## src/lea_pkg.sv

```systemverilog
// lea_pkg: shared types, constants and round functions for the lea block cipher
// no dependencies

package lea_pkg;

    localparam int MaxRounds = 32;
    localparam int RndW      = $clog2(MaxRounds);   // round index width
    localparam int QDepth    = 2;

    typedef enum logic [1:0] {
        KS_128 = 2'd0,
        KS_192 = 2'd1,
        KS_256 = 2'd2,
        KS_SAT = 2'd3
    } t_key_size;

    typedef enum logic [2:0] {
        REG_KEY0  = 3'd0,
        REG_KEY1  = 3'd1,
        REG_KEY2  = 3'd2,
        REG_KEY3  = 3'd3,
        REG_KSIZE = 3'd4
    } t_reg_idx;

    // one queued word between front and back
    typedef struct packed {
        logic        kind;
        logic        rekey;
        logic [63:0] block_low;
        logic [63:0] block_high;
    } t_job;

    // six round keys of one round
    typedef logic [5:0][31:0] t_rk_set;

    function automatic logic [31:0] sched_const(input logic [2:0] idx);
        logic [31:0] c;
        case (idx)
            3'd0: c = 32'hc3efe9db;
            3'd1: c = 32'h88c4d604;
            3'd2: c = 32'he789f229;
            3'd3: c = 32'hc6f98763;
            3'd4: c = 32'h15ea49e7;
            3'd5: c = 32'hf0bb4158;
            3'd6: c = 32'h13bc8ab8;
            default: c = 32'he204abf2;
        endcase
        return c;
    endfunction

    function automatic logic [31:0] rotl32(input logic [31:0] v, input logic [4:0] n);
        logic [63:0] d;
        d = {v, v} << n;
        return d[63:32];
    endfunction

endpackage

```

## src/lea_front.sv

```systemverilog
// lea_front: accepts input words, tracks a stale key schedule and queues jobs
// depends on lea_pkg

module lea_front (
    input  logic          i_clk,
    input  logic          i_rst_n,
    input  logic          push,
    output logic          full,
    input  logic          i_kind,
    input  logic [63:0]   i_block_low,
    input  logic [63:0]   i_block_high,
    input  logic          i_cfg_we,
    output logic          o_q_valid,
    output lea_pkg::t_job o_q_job,
    input  logic          i_q_take
);
    import lea_pkg::*;

    logic   r_stale, n_stale;
    t_job   r_q [QDepth];
    logic   r_wp, r_rp;
    logic [1:0] r_cnt;
    logic   do_push;

    assign full      = (r_cnt == 2'(QDepth));
    assign do_push   = push && !full;
    assign o_q_valid = (r_cnt != 2'd0);
    assign o_q_job   = r_q[r_rp];

    // schedule goes stale on any config write, cleared once a job carries rekey
    always_comb begin
        n_stale = r_stale;
        if (do_push) n_stale = 1'b0;
        if (i_cfg_we) n_stale = 1'b1;
    end

    // small job queue
    always_ff @(posedge i_clk) begin
        if (!i_rst_n) begin
            r_stale <= 1'b1;
            r_wp    <= 1'b0;
            r_rp    <= 1'b0;
            r_cnt   <= 2'd0;
        end else begin
            r_stale <= n_stale;
            if (do_push) r_wp <= ~r_wp;
            if (i_q_take) r_rp <= ~r_rp;
            r_cnt <= r_cnt + 2'(do_push) - 2'(i_q_take);
        end
    end

    always_ff @(posedge i_clk) begin
        if (do_push) r_q[r_wp] <= '{kind: i_kind, rekey: r_stale,
                                    block_low: i_block_low, block_high: i_block_high};
    end

endmodule

```

## config.mk

```make
export PLATFORM = sky130hd
export DESIGN_NAME = lea_front
export DESIGN_NICKNAME = d
export VERILOG_FILES = /design/src/lea_pkg.sv /design/src/lea_front.sv
export SDC_FILE = /design/constraint.sdc
export NUM_CORES = 1
export LEC_CHECK = 0
export BUFFER_PORTS_ARGS = -buffer_cell sky130_fd_sc_hd__buf_2
export CAP_MARGIN = 10
export CORE_ASPECT_RATIO = 1.1
export CORE_MARGIN = 8
export CORE_UTILIZATION = 52
export DETAILED_ROUTE_END_ITERATION = 8
export PLACE_DENSITY = 0.79
export SLEW_MARGIN = 20
export SYNTH_ARGS = -nofsm -noshare
export SYNTH_HDL_FRONTEND = slang
export SYNTH_SLANG_ARGS = --single-unit
```

## constraint.sdc

```tcl
create_clock -name i_clk -period 8.95 [get_ports i_clk]
set_clock_uncertainty 0.05 [all_clocks]
set_input_delay 1.3425 -clock i_clk [delete_from_list [all_inputs] [get_ports i_clk]]
set_output_delay 1.3425 -clock i_clk [all_outputs]
set_load 0.02 [all_outputs]
```

# == Word-level counts from Yosys, hierarchy flattened ==
# Memory sizes are Yosys's and may differ from the RTL's. A register that Yosys moved wholly into a read port is not among the register bits.
# Index checks and enable logic that the tools add are counted.
# W data, S select, Z words.
# totals
ff_bits,5
ramBits,260
inputBits,134
out_inout_bits,132
wordCells,19
mem_count,1
# mem_list
name,depth,word_bits,read_ports,rd_clocked_by_memory_dff,write_ports,line,text
r_q,2,130,1,1,1,lea_front.sv:20,t_job r_q [QDepth];
# op_classes
n_addsub,2
eq_ne,1
mux,4
bitwise_logic,3
n_reduce_logical,4
# ops
operator,count
$mux W1,4
$not A1 Y1,3
$add A2 B1 Y2,1
$eq A2 B2 Y1 const B,1
$reduce_bool A2 Y1,1
$reduce_or A2 Y1,1
$sub A2 B1 Y2,1
$logic_and A1 B1 Y1,1
$logic_not A1 Y1,1

# == Logic depth before layout (Yosys ltp) ==
# Gate-level depths: netlist of the first run.
# depth
depth_word,5
depth_mapped,8

# == Worst setup path before layout of the first run ==
# OpenSTA, ideal clock, no wires.
# synth_timing
kind,input -> register
from,input push
to,"memory r_q[0][0] in the netlist's numbering, enable pin"
arrival_ps,6815
t_required_ps,8280
slack_ps,1465
cell_stages,2
cell_sequence,nand2b_4 nor2_1
# synth_between
elab_chain_len,3
# synth_lines
item,line,text
from (decl),lea_front.sv:7,"input logic push,"
$logic_and A1 B1 Y1,lea_front.sv:26,assign do_push = push && !full;
$mux W1,lea_front.sv:53,"if (do_push) r_q[r_wp] <= '{kind: i_kind, rekey: r_stale,"
$mux W1 (not written as such),lea_front.sv:53,
to (decl),lea_front.sv:20,
# Every way passes these cells.

==> impl_metrics.yaml, run 1 <==
clock_tree:
  htree_levels: 1
  cts_resized: 0
  root_buffer: "clkbuf_16"
  clockBufferDepth: 3
  clock_latency_ns: 0.50
  cts_sinks: 266
  cts_buffers: 25
  cts_tree: "built"
  path_clk_slew_ns: 0.06
  cts_setup_buffers: 0
  hold_buffers: 0
global_route:
  grt-ovfl-total: 0
  track_usage_pct: 16.3
  antenna_found_initial: 3
  grt_pass1_wl_mm: 30.3
  grt_pass1_vias: 5590
  grt_max_degree: 76
layout:
  regArea_um2: 7930
  drive_gt1_share_pct: 60.1
  area_delta_synth_final_pct: 23.8
  n_fill_cell: 1259
  nets: 850
  layout_commonest_cell: "buf_2"
  layout_common_cells: "265 x buf_2, 260 x edfxtp_1, 130 x mux2_2, 25 x clkbuf_16, 6 x clkbuf_1"
  multi_input_area_um2: 1610
worst_setup_path:
  r2r_slack_ns: 6.94
  path_max_fanout: 71
  cp.arrival_ns: 2.84
  crit_path_start_kind: "flip-flop"
  path_class: "reg -> out"
  cp.required_ns: 7.56
  cp-end-kind: "primary output"
  reg2reg_to: "r_q[0][108]$_DFFE_PP_"
  reg2reg_from: "r_cnt[1]$_SDFF_PN0_"
  ff2ff_path_depth: 4
min_path:
  hp-class: "reg -> reg"
  hold_end: "r_wp$_SDFFE_PN0P_"
  hold_start: "r_wp$_SDFFE_PN0P_"
  hold_path_depth: 2
power_and_ir_drop:
  p_leak_nw: 4.46
  vdd_drop_max_v: 0.000182
  power_density_nw_per_um2: 266
  p_total_mw: 3.18
synthesis:
  syn_area_um2: 9670
  async_flop_share_pct: 0
  postSynthCellCount: 431
  synth-seq-cells: 266
  synth-seq-area-share_pct: 82.0
  ys.flop_type: "edfxtp_1"
  yosysUniqueCellTypes: 18
  synth-edff-count: 260
  synth-warning-count: 0
  syn_avg_cell_area_um2: 22.4
  syn_nets: 567
drt:
  drt_iter0_drc: 323
  routedWlPerCell_um: 20.1
  dr.pass1.iters: 4
  drc: 0
  ant_nets: 0
  drt-total-wl_mm: 19.6
  via_per_inst: 5.12
  vias: 4993
sta:
  slew_violations: 0
  worst_slew_pin_slew_ns: 1.00
  hold_violations: 0
  finalCriticalPeriod_ns: 4.24
  max_slew_margin_pct: 33.1
  rsz0062_at_grt: "no"
  fmax_ghz: 0.236
  min_period_over_period_pct: 47.3
  setup_viol: 0
  fin_setup_tns_ns: 0
place:
  gp_congestion: 0.747
  portBuffers: 265
  dp_hpwl_mm: 13.5
run:
  drv_cap: 0
die:
  row_count: 52
  die_w_um: 146
  core_area_um2: 18300
  die_h_um: 159
  initial_core_util_pct: 52.7
  io_pins: 266
  die_area_um2: 23200
run_status:
  status: "completed"
[critical path, stage by stage, from the launching register on]
cell and delay (ns):
dfxtp_4 0.92, buf_4 0.73, mux2_2 0.44, buf_2 0.17
[state kept, by name (all words and copies together) (netlist names), named ones only]
register	cells
r_cnt	2
r_wp	1
r_rp	1
r_stale	1
r_q	260
[power breakdown]
| part | switching [mW] | leakage (nW) | internal (mW) |
|---|---|---|---|
| combinational | 0.372 | 1.63 | 0.212 |
| sequential | 0.0525 | 2.47 | 1.58 |
| clock | 0.418 | 0.356 | 0.543 |
[kinds of logic (layout without fill, tap and decap cells)]
| kind of cell | after synthesis | in the layout | share of synthesized area, % |
|---|---|---|---|
| compound gates | 1 | 1 | 0.0906 |
| xor+xnor | 3 | 3 | 0.272 |
| fa+ha+maj | 2 | 2 | 0.259 |
| buf+inv | 17 | 318 | 1.51 |
| flops | 266 | 266 | 82.0 |
| mux | 131 | 131 | 15.2 |
| other cells | 0 | 1 | 0 |
| simple gates | 11 | 11 | 0.608 |
[cell usage after synthesis, types with 2 or more instances]
cell,count,area share (%)
edfxtp_1,260,81
mux2_2,130,15
buf_6,10,1.2
dfxtp_1,6,1.2
nor2_1,5,0.19
buf_2,3,0.16
inv_1,3,0.12
ha_1,2,0.26
nand2_1,2,0.078
xnor2_1,2,0.18
[worst max path at each step]
stage,cells after the start,to,slack (ns)
3_3_place_gp,3,o_q_job[87],5.24
2_1_floorplan,2,r_q[0][0]$_DFFE_PP_,1.46
6_report,3,o_q_job[127],4.71
4_1_cts,3,o_q_job[127],4.67
3_5_place_dp,3,o_q_job[127],5.22
5_1_grt,3,o_q_job[127],4.52
[cell type report]
class	count	area share, %
sequential	266	66.3
multi-input combinational	148	13.4
timing repair buffer	270	11.4
clock buffer	31	5.42
tap	243	2.54
clock inverter	14	0.836
inverter	3	0.0941
antenna	1	0.0209
[per-layer routing]
metal  up-vias  global-route usage [%]  routed length [µm]
li1       2271                       -                   -
met1      2468                    18.8                7460
met2       217                    29.0               10200
met3        33                    4.92                1550
met4         4                    4.50                 376
met5         -                       0                  22
[per-stage QoR]
step	utilization [%]	hold WS (ns)	instance area, µm²	worst slack (ns)	std cells
after detailed placement	61.1	0.475	11200	5.22	930
final	65.2	0.479	12000	4.71	976
after floorplan	-	0.377	9670	1.46	431
after global placement	61.1	0.440	11200	5.24	930
after global routing	65.2	0.495	12000	4.52	976
after CTS	65.2	0.484	12000	4.67	975
Note: power is estimated with default switching activity, not from simulation.
==> run 2: changes to the inputs <==
- ABC_AREA: default -> 1
- clock period: 8.95 -> 4 ns (I/O delays scaled with it)
==> impl_metrics.yaml, run 2 <==
place:
  dp_hpwl_mm: 13.4
  portBuffers: 265
  gp_congestion: 0.748
die:
  die_w_um: 146
  initial_core_util_pct: 52.7
  die_area_um2: 23200
  die_h_um: 159
  row_count: 52
  io_pins: 266
  core_area_um2: 18300
clock_tree:
  clockBufferDepth: 3
  cts_resized: 0
  clock_latency_ns: 0.51
  path_clk_slew_ns: 0.06
  cts_sinks: 266
  root_buffer: "clkbuf_16"
  hold_buffers: 0
  cts_setup_buffers: 0
  cts_tree: "built"
  cts_buffers: 25
  htree_levels: 1
global_route:
  antenna_found_initial: 1
  grt_use_met3_pct: 5.03
  grt_pass1_wl_mm: 30.5
  grt_pass1_vias: 5512
  busiest_layer: "met2"
  grt_max_degree: 99
  gr-usage-met1_pct: 19.7
  grtUsageMet2_pct: 28.5
  track_usage_pct: 16.5
  grt-ovfl-total: 0
power_and_ir_drop:
  swShare_pct: 23.6
  p_int_mw: 4.99
  seqPwrFrac_pct: 52.1
  power_switching_mw: 1.54
  p_leak_nw: 4.52
  pwr-share-comb_pct: 13.2
  p_clk_share_pct: 34.7
  vdd_drop_max_v: 0.000355
  power_density_nw_per_um2: 543
layout:
  largest_reg_flops: 260
  layout_common_cells: "265 x buf_2, 260 x edfxtp_1, 130 x mux2_2, 25 x clkbuf_16, 11 x nand2_1"
  layout_commonest_cell: "buf_2"
  fin_util_pct: 65.5
  top_regs: "r_q x260, r_cnt x2"
  drive_gt1_share_pct: 58.8
  area_delta_synth_final_pct: 24.4
  regMostFlops: "r_q"
  nets: 859
sta:
  slew_violations: 0
  setup_viol: 0
  fmax_ghz: 0.336
  finalCriticalPeriod_ns: 2.98
  hold_violations: 0
  min_period_over_period_pct: 74.4
  worst_slew_pin_slew_ns: 0.895
  fin_setup_tns_ns: 0
  hold_slack_ns: 0.227
  rsz0062_at_grt: "no"
  max_slew_margin_pct: 40.4
drt:
  ant_nets: 0
  drc: 0
  routedWlPerCell_um: 20.2
  via_per_inst: 5.07
  dr.pass1.iters: 4
  drt_iter0_drc: 316
  drt-total-wl_mm: 19.9
  vias: 4990
synthesis:
  ys.flop_type: "edfxtp_1"
  synth_area_leaders: "edfxtp_1 81%, mux2_2 15%, dfxtp_1 1.2%, buf_6 1.2%, nand2_1 0.43%"
  syn_nets: 577
  synth-seq-cells: 266
  async_flop_share_pct: 0
  synth-seq-area-share_pct: 82.0
  syn_area_um2: 9670
  syn_avg_cell_area_um2: 21.9
  yosys.area.top_type: "edfxtp_1"
  postSynthCellCount: 441
  yosysMostFrequentCell: "edfxtp_1"
  yosysUniqueCellTypes: 13
  synth.top_cell.area_share_pct: 80.7
  synth-warning-count: 0
  synthTopCellsByCount: "260 x edfxtp_1, 130 x mux2_2, 11 x nand2_1"
  synth-edff-count: 260
worst_setup_path:
  crit_path_start_kind: "flip-flop"
  path_max_fanout: 98
  cp.arrival_ns: 2.33
  cp.required_ns: 3.35
  path_class: "reg -> out"
  cp-end-kind: "primary output"
run:
  drv_cap: 0
min_path:
  hp-class: "in -> reg"
run_status:
  status: "completed"
[run 2: cell count changes after synthesis, sizes merged, moves of 2 or more]
cell,previous run,this run
nand3,0,2
xnor2,2,0
inv,3,7
nand2,2,11
a21oi,0,2
[run 2: area by class of cell]
cell class,instances,area (µm²)
Antenna cell,2,5.00
Clock buffer,29,641
Clock inverter,15,145
Fill cell,1268,6320
Inverter,7,28.8
Multi-Input combinational cell,154,1590
Sequential cell,266,7930
Tap cell,243,304
Timing Repair Buffer,269,1380
[run 2: path summary, 6_finish.rpt]
check / to / cells past startpoint / slack (ns) / startpoint
min reg2reg: r_q[1][128]$_DFFE_PP_ / 0 / 0.43 / r_stale$_SDFFE_PP1P_
min: r_q[0][36]$_DFFE_PP_ / 1 / 0.23 / i_block_high[36]
max reg2reg: r_q[1][22]$_DFFE_PP_ / 5 / 1.77 / r_cnt[0]$_SDFF_PN0_
max: o_q_job[26] / 3 / 1.02 / flip-flop
[run 2: cell families after synthesis]
group                    count (synthesis)  share of synthesized area (%)
AO/OA/AOI/OAI                            2                          0.104
buffers and inverters                   21                           1.67
flip-flops                             266                           82.0
multiplexers                           130                           15.1
adder cells (fa/ha/maj)                  2                          0.259
AND/OR/NAND/NOR                         20                          0.841
[run 2: worst max-delay path, stage by stage, from the launching register on]
cell     delay, ns
dfxtp_4       0.64
buf_12        0.43
mux2_2        0.43
buf_2         0.17
[run 2: power groups by stage]
stage / Clock (mW) / Combinational (mW) / Sequential (mW)
floorplan: 0 / 0.556 / 3.45
global placement: 0 / 0.848 / 3.44
detailed placement: 0 / 0.871 / 3.46
CTS: 2.33 / 0.879 / 3.40
global route: 2.43 / 0.924 / 3.42
finish: 2.27 / 0.860 / 3.40
[run 2: layer usage]
| layer | wire length [µm] | up-vias |
|---|---|---|
| met5 | 0 | - |
| met4 | 422 | 0 |
| met3 | 1590 | 34 |
| met2 | 10100 | 215 |
| met1 | 7790 | 2444 |
| li1 | - | 2297 |
[run 2: stage by stage]
step	instances	total power, mW	setup slack [ns]	instance area (µm²)
floorplan	441	4.00	0.250	9680
global placement	939	4.29	1.58	11200
detailed placement	939	4.33	1.54	11200
CTS	983	6.61	1.02	12000
global route	984	6.77	0.908	12000
finish	985	6.53	1.02	12000
==> run 3: changes to the inputs <==
- CORE_UTILIZATION: 52 -> 47
- PLACE_DENSITY: 0.79 -> 0.76
- clock period: 4 -> 2.6 ns (I/O delays scaled with it)
==> impl_metrics.yaml, run 3 (synthesis gave the netlist of run 2 again) <==
run_status:
  status: "completed"
run:
  drv_cap: 0
global_route:
  grt_pass1_wl_mm: 32.9
  track_usage_pct: 16.2
  grt_pass1_vias: 6085
  grt-ovfl-total: 0
  antenna_found_initial: 1
  grt_max_degree: 98
sta:
  finalCriticalPeriod_ns: 2.41
  setup_viol: 0
  max_slew_margin_pct: 61.7
  rsz0062_at_grt: "no"
  hold_violations: 0
  min_period_over_period_pct: 92.7
  worst_slew_pin_slew_ns: 0.574
  slew_violations: 0
  fmax_ghz: 0.415
place:
  gp_congestion: 0.738
  portBuffers: 265
  dp_hpwl_mm: 13.5
  placed_cells: 954
clock_tree:
  root_buffer: "clkbuf_16"
  cts_tree: "built"
  clockBufferDepth: 3
  htree_levels: 1
  cts_resized: 0
  path_clk_slew_ns: 0.07
  clock_latency_ns: 0.52
  cts_sinks: 266
  cts_setup_buffers: 0
  hold_buffers: 89
  cts_buffers: 26
power_and_ir_drop:
  pwr-share-comb_pct: 14.2
  swShare_pct: 23.5
  power_density_nw_per_um2: 799
  vdd_drop_max_v: 0.000640
  seqPwrFrac_pct: 49.1
  p_clk_share_pct: 36.7
  p_leak_nw: 5.05
  p_int_mw: 8.13
  p_total_mw: 10.6
  power_switching_mw: 2.50
layout:
  area_delta_synth_final_pct: 37.7
  layout_commonest_cell: "buf_2"
  diodes: 0
  largest_reg_flops: 260
  drive_gt1_share_pct: 52.7
  fin_cells: 1111
  layout_common_cells: "265 x buf_2, 260 x edfxtp_1, 130 x mux2_2, 109 x dlygate4sd3_1, 27 x clkbuf_16"
  top_regs: "r_q x260, r_cnt x2"
  nets: 971
  regMostFlops: "r_q"
worst_setup_path:
  path_class: "reg -> out"
  path_max_fanout: 97
  cp.required_ns: 2.16
  cp.arrival_ns: 1.97
  cp-end-kind: "primary output"
  crit_path_start_kind: "flip-flop"
drt:
  drc: 0
  routedWlPerCell_um: 19.8
  vias: 5487
  via_per_inst: 4.94
  drt-total-wl_mm: 22.0
  dr.pass1.iters: 4
  drt_iter0_drc: 245
  ant_nets: 0
die:
  io_pins: 266
  die_area_um2: 25400
  initial_core_util_pct: 47.5
  die_w_um: 153
  die_h_um: 166
  row_count: 55
  core_area_um2: 20400
min_path:
  hp-class: "in -> reg"
[run 3: cell count changes in the layout (fill, tap and decap cells not counted), sizes merged, moves of 2 or more]
| cell | previous run | this run |
|---|---|---|
| buf | 269 | 271 |
| clkbuf | 29 | 36 |
| clkinv | 11 | 6 |
| clkinvlp | 0 | 2 |
| diode | 2 | 0 |
| dlygate4sd3 | 0 | 109 |
[run 3: area by class of cell]
class	instances	area [µm²]
clock buffer	36	739
clock inverter	12	165
fill	1380	7060
inverter	7	30.0
multi-input combinational	154	1600
sequential	266	7930
tap	256	320
timing repair buffer	380	2520
[run 3: worst paths after layout]
kind	start	to	slack, ns	cells past startpoint
setup reg to reg	r_cnt[0]$_SDFF_PN0_	r_q[0][97]$_DFFE_PP_	1.00	5
setup / recovery	flip-flop	o_q_job[49]	0.19	3
hold / removal	i_block_low[58]	r_q[1][122]$_DFFE_PP_	0.02	1
hold reg to reg	r_stale$_SDFFE_PP1P_	r_q[0][128]$_DFFE_PP_	0.42	0
[run 3: stage by stage]
step | hold WS [ns] | util, % | TNS, ns | setup slack (ns) | cell area (µm²)
2_1_floorplan | 0.376 | - | -76.24 | -0.324 | 9690
3_3_place_gp | 0.396 | 55.6 | 0 | 0.783 | 11300
3_5_place_dp | 0.406 | 55.6 | 0 | 0.762 | 11300
4_1_cts | 0.0000859 | 64.4 | 0 | 0.199 | 13100
5_1_grt | 0.000199 | 65.4 | 0 | 0.128 | 13300
6_report | 0.0207 | 65.4 | 0 | 0.191 | 13300
[run 3: critical path: stages (launching register included)]
cell     delay, ns
dfxtp_4       0.36
buf_12        0.39
mux2_2        0.43
buf_2         0.17
[run 3: power groups by stage]
stage	logic [mW]	registers, mW	clock network (mW)
2_1_floorplan	0.861	5.30	0
3_3_place_gp	1.35	5.28	0
3_5_place_dp	1.38	5.31	0
4_1_cts	1.50	5.22	3.97
5_1_grt	1.61	5.24	4.15
6_report	1.51	5.22	3.90
[run 3: routing by layer]
| layer | vias up | track usage (%) | part of all wire, % |
|---|---|---|---|
| met2 | 210 | 29.5 | 52 |
| met3 | 47 | 5.49 | 7.7 |
| met4 | 2 | 4.91 | 2.6 |
| met1 | 2699 | 17.6 | 38 |
| li1 | 2529 | - | - |
| met5 | - | 0 | 0.059 |
